### src/design/e2q_pkg.sv
// Package for the Euler-to-quaternion block: sample types, lane indexes,
// the CORDIC arctangent table and elaboration-time helpers for stage angles and gain.
// No dependencies.
package e2q_pkg;

  localparam int ANGLE_BITS_DEF    = 16;
  localparam int CORDIC_STAGES_DEF = 16;
  localparam int FIELD_BITS        = 16;
  localparam int ATAN_LEN          = 32;

  // Lane order inside the CORDIC row
  localparam int LANE_ROLL  = 0;
  localparam int LANE_PITCH = 1;
  localparam int LANE_YAW   = 2;

  typedef logic signed [31:0] q30_t;
  typedef q30_t [2:0]         trio_t;
  typedef logic signed [15:0] q15_t;

  // atan(2^-i) in units of 2^-32 turn
  localparam logic [31:0] ATAN_TURN [ATAN_LEN] = '{
    32'd536870912, 32'd316933406, 32'd167458907, 32'd85004756, 32'd42667331,
    32'd21354465, 32'd10679838, 32'd5340245, 32'd2670163, 32'd1335087,
    32'd667544, 32'd333772, 32'd166886, 32'd83443, 32'd41721, 32'd20860,
    32'd10430, 32'd5215, 32'd2607, 32'd1303, 32'd651, 32'd325, 32'd162,
    32'd81, 32'd40, 32'd20, 32'd10, 32'd5, 32'd2, 32'd1, 32'd0, 32'd0
  };

  // Stage angle in units of 2^-(angle_bits+1) turn, rounded half up
  function automatic logic [63:0] stage_angle(int idx, int angle_bits);
    logic [63:0] t;
    int          sh;
    t  = {31'd0, ATAN_TURN[idx], 1'b0};
    sh = 32 - angle_bits;
    if (sh > 0) begin
      t = (t + (64'd1 << (sh - 1))) >> sh;
    end
    return t;
  endfunction

  // Gain correction in Q30 for the given number of stages
  function automatic logic [63:0] cordic_gain(int stages);
    logic [63:0] p;
    logic [63:0] n;
    logic [63:0] r;
    logic [63:0] b;
    logic [63:0] num;
    logic [63:0] q;
    logic [64:0] rem;
    p = 64'd1 << 30;
    for (int i = 0; i < stages; i++) begin
      p = p + (p >> (2 * i));
    end
    // integer square root of p << 30
    n = p << 30;
    r = '0;
    b = 64'd1 << 62;
    for (int k = 0; k < 32; k++) begin
      if (b > n) b = b >> 2;
    end
    for (int k = 0; k < 32; k++) begin
      if (b != 0) begin
        if (n >= r + b) begin
          n = n - (r + b);
          r = (r >> 1) + b;
        end else begin
          r = r >> 1;
        end
        b = b >> 2;
      end
    end
    if (r == 0) r = 64'd1;
    // rounded 2^60 / r by shift and subtract
    num = (64'd1 << 60) + (r >> 1);
    q   = '0;
    rem = '0;
    for (int k = 63; k >= 0; k--) begin
      rem = {rem[63:0], num[k]};
      if (rem >= {1'b0, r}) begin
        rem  = rem - {1'b0, r};
        q[k] = 1'b1;
      end
    end
    return q;
  endfunction

endpackage

### src/design/e2q_cordic_cell.sv
// One CORDIC rotation cell: advances cosine, sine and residual angle of the
// roll, pitch and yaw lanes by one stage. Depends on e2q_pkg.
module e2q_cordic_cell #(
  parameter int STAGE      = 0,
  parameter int ANGLE_BITS = e2q_pkg::ANGLE_BITS_DEF
) (
  input  logic                           clk,
  input  logic                           rst,
  input  logic                           advance,
  input  logic                           in_valid,
  input  e2q_pkg::trio_t                 in_x,
  input  e2q_pkg::trio_t                 in_y,
  input  logic [2:0][ANGLE_BITS+1:0]     in_z,
  output logic                           out_valid,
  output e2q_pkg::trio_t                 out_x,
  output e2q_pkg::trio_t                 out_y,
  output logic [2:0][ANGLE_BITS+1:0]     out_z
);
  import e2q_pkg::*;

  localparam int                    ZW    = ANGLE_BITS + 2;
  localparam logic [63:0]           ANG64 = stage_angle(STAGE, ANGLE_BITS);
  localparam logic signed [ZW-1:0]  ANG   = ANG64[ZW-1:0];

  trio_t                x_next;
  trio_t                y_next;
  logic [2:0][ZW-1:0]   z_next;

  // Rotate toward zero residual; zero residual counts as positive
  always_comb begin
    for (int l = 0; l < 3; l++) begin
      if (!in_z[l][ZW-1]) begin
        x_next[l] = $signed(in_x[l]) - ($signed(in_y[l]) >>> STAGE);
        y_next[l] = $signed(in_y[l]) + ($signed(in_x[l]) >>> STAGE);
        z_next[l] = $signed(in_z[l]) - ANG;
      end else begin
        x_next[l] = $signed(in_x[l]) + ($signed(in_y[l]) >>> STAGE);
        y_next[l] = $signed(in_y[l]) - ($signed(in_x[l]) >>> STAGE);
        z_next[l] = $signed(in_z[l]) + ANG;
      end
    end
  end

  // Hand the beat to the next cell
  always_ff @(posedge clk) begin
    if (rst) begin
      out_valid <= 1'b0;
    end else if (advance) begin
      out_valid <= in_valid;
    end
  end

  always_ff @(posedge clk) begin
    if (advance) begin
      out_x <= x_next;
      out_y <= y_next;
      out_z <= z_next;
    end
  end

endmodule

### config.mk
export PLATFORM = sky130hd
export DESIGN_NAME = e2q_cordic_cell
export DESIGN_NICKNAME = d
export VERILOG_FILES = /design/src/design/e2q_pkg.sv /design/src/design/e2q_cordic_cell.sv
export SDC_FILE = /design/constraint.sdc
export NUM_CORES = 1
export LEC_CHECK = 0
export ABC_AREA = 1
export BUFFER_PORTS_ARGS = -buffer_cell sky130_fd_sc_hd__clkbuf_2
export CAP_MARGIN = 20
export CORE_MARGIN = 10
export CORE_UTILIZATION = 25
export DETAILED_ROUTE_END_ITERATION = 7
export SETUP_SLACK_MARGIN = 0.5
export SYNTH_ARGS = -nofsm -noshare
export SYNTH_HDL_FRONTEND = slang
export SYNTH_SLANG_ARGS = --single-unit
### constraint.sdc
create_clock -name clk -period 2.47 [get_ports clk]
set_input_delay 0.6175 -clock clk [delete_from_list [all_inputs] [get_ports clk]]
set_output_delay 0.6175 -clock clk [all_outputs]
set_load 0.02 [all_outputs]
==> run_results.csv <==
group,metric,value,unit
run_status,status,"completed",
sta,fin_tns_setup,0,ns
cts,cts.sinks,244,
synth,yosys.area.top_type,"edfxtp_1",
routing,drt-pass1-iter-count,6,
routing,routed_wirelength,136000,um
cells_and_area,layout-drive-gt1-share,33.8,%
sta,finalCritPeriodShare,82.2,%
synth,syn_area_per_cell,6.31,um2
floorplanning,coreArea,119000,um2
sta,rsz0062_at_grt,"yes",
cts,clkLatencyLatePin,0.59,ns
routing,post-route-drc-count,0,
critical_path,startpoint_type,"register",
critical_path,ff2ff_setup_slack,1.90,ns
cells_and_area,final_area,43500,um2
critical_path,cp_slowest_cell,"edfxtp_1",
cts,cts_tree,"yes",
synth,synth_area,30000,um2
routing,drt_iter0_markers,2616,
sta,setup_viol,0,
place,gp_congestion,0.986,
power_and_ir_drop,leakagePower,22.6,nW
critical_path,cp_max_fo,1,
power_and_ir_drop,peakVddDrop,0.563,mV
floorplanning,die_area,134000,um2
synth,synth_ff_type,"edfxtp_1",
place,numPortBuffers,496,
critical_path,critPathTopFamily,"flip-flops",
sta,fmax,0.492,GHz
routing,avgRoutedWirePerCell,18.2,um
cts,cts.hold.buffers_added,0,
global_routing,grt.total_usage,19.4,%
critical_path,cp.required,1.85,ns
global_routing,grt_pass1_vias,33601,
floorplanning,die_w,366,um
cells_and_area,final_util,36.4,%
global_routing,grt_overflow,0,
routing,viasPerCell,4.60,
cts,path_clk_slew,0.07,ns
global_routing,grt_pass1_wl,202000,um
sta,fin_worst_skew,0,ns
global_routing,grt_max_degree,71,
synth,synthTopCellsByArea,"edfxtp_1 24%, nand2_1 20%, ha_1 13%",
synth,syn_nets,5330,
cts,root_buffer,"clkbuf_16",
routing,detail-route-antenna-nets,0,
sta,worst-slew-pin-transition,0.667,ns
critical_path,cp_slowest_stage_delay,0.56,ns
synth,synth-seq-cells,244,
floorplanning,start_util,25.1,%
synth,synth.top_cell.area_share,24.3,%
cts,clock_path_buffers,3,
cts,cts_buffers,37,
critical_path,critical_path_class,"reg -> out",
sta,slew_headroom,55.5,%
floorplanning,chipHeight,366,um
synth,synth-seq-area-share,24.4,%
flow_run,drv_cap,0,
critical_path,cp.arrival,1.41,ns
power_and_ir_drop,power_density,487,nW/um2
min_path,min_path_type,"in -> reg",
synth,async_flop_share,0,%
place,placed_area,41000,um2
routing,vias,34375,
floorplanning,io_pins,497,
place,hpwl,118000,um
sta,min_period,2.03,ns
synth,netlist_instances,4759,
power_and_ir_drop,totalPowerFinal,21.2,mW
sta,holdWs,0.182,ns
cts,cts_max_level,2,
sta,finalMaxSlewViolations,0,
synth,ys_warn_count,0,
global_routing,antenna_found_initial,30,
critical_path,cp_cell_sequence,"clkbuf_8",
synth,synth_edf_count,243,
cells_and_area,syn_to_final_growth,45.0,%
synth,ys_types,47,
critical_path,endpoint_kind,"output pin",
critical_path,crit_buf_inv,1,
floorplanning,rows,127,
sta,hold_viol_final,0,
cells_and_area,layout.nets,6399,
path summary, 6_finish.rpt:
path                   from   endpoint  cells after the start
setup / recovery  out_x[45]  out_x[45]                      1
setup reg to reg  out_valid  out_valid                      2
hold reg to reg   out_valid  out_valid                      2
hold / removal          rst  out_valid                      2
metrics by stage:
stage                     instances  worst slack [ns]
final                          7474             0.439
after global routing           7472             0.435
after floorplan                4759             0.360
after global placement         7369            -0.317
after detailed placement       7369            -0.349
after CTS                      7435             0.437
routing by layer:
layer  part of all wire, %  routed length (um)  track usage, %  vias up
met1                    42               57300            24.1    15766
met2                    46               62400            32.1     1252
li1                      -                   -               -    17072
met4                   3.7                5090            6.88       42
met3                   8.3               11300            4.83      243
met5                  0.19                 253               0        -
layout make-up:
cell class	count	area, um2
antenna	7	17.5
multi-input combinational	3491	21500
inverter	897	3510
clock inverter	24	269
tap	1612	2020
timing repair buffer	1157	7910
fill	12857	76000
clock buffer	42	945
sequential	244	7320
cell usage after synthesis, types with 9 or more instances:
master	count
inv_1	882
fa_1	9
a21oi_2	12
nor3_2	11
clkbuf_1	24
nor2_2	19
and2_1	19
nand2_1	1595
buf_4	39
buf_6	26
a21oi_1	219
nand4_1	55
buf_2	36
inv_2	12
ha_1	312
o21ai_0	161
o21ai_1	16
nand3_1	427
nor2_1	377
nand3_2	14
nand2_2	25
nor3_1	10
o21bai_1	47
edfxtp_1	243
o22ai_1	24
xor2_1	69
what timing repair did:
| action | CTS | global route |
|---|---|---|
| resized for setup | 20 | 277 |
| setup endpoints to repair | 22 | 137 |
| setup buffers | 0 | 32 |
| pin swaps | 2 | 73 |
flip-flops by register name (all words and copies together) (netlist names):
name / flops
out_x: 96
out_y: 93
out_z: 54
out_valid: 1
cells by family after synthesis:
group,synth area share [%]
AO/OA/AOI/OAI,9.35
XOR/XNOR,2.19
adder cells (fa/ha/maj),13.6
buffers and inverters,14.1
flip-flops,24.4
multiplexers,0.167
AND/OR/NAND/NOR,36.2
power by group:
group	leakage (nW)	switching, mW	internal, mW
combinational	19.6	6.18	3.87
sequential	2.38	0.332	5.28
clock	0.579	2.30	3.20
cell usage in the layout, fill, tap and decap left out, drive strengths merged, types with 55 or more instances in the layout:
cell type  instances
nand2           1628
inv              896
buf              677
clkbuf           522
nand3            441
nor2             403
ha               312
edfxtp           243
a21oi            231
o21ai            183
xor2              69
nand4             55
Note: power is estimated with default switching activity, not from simulation.
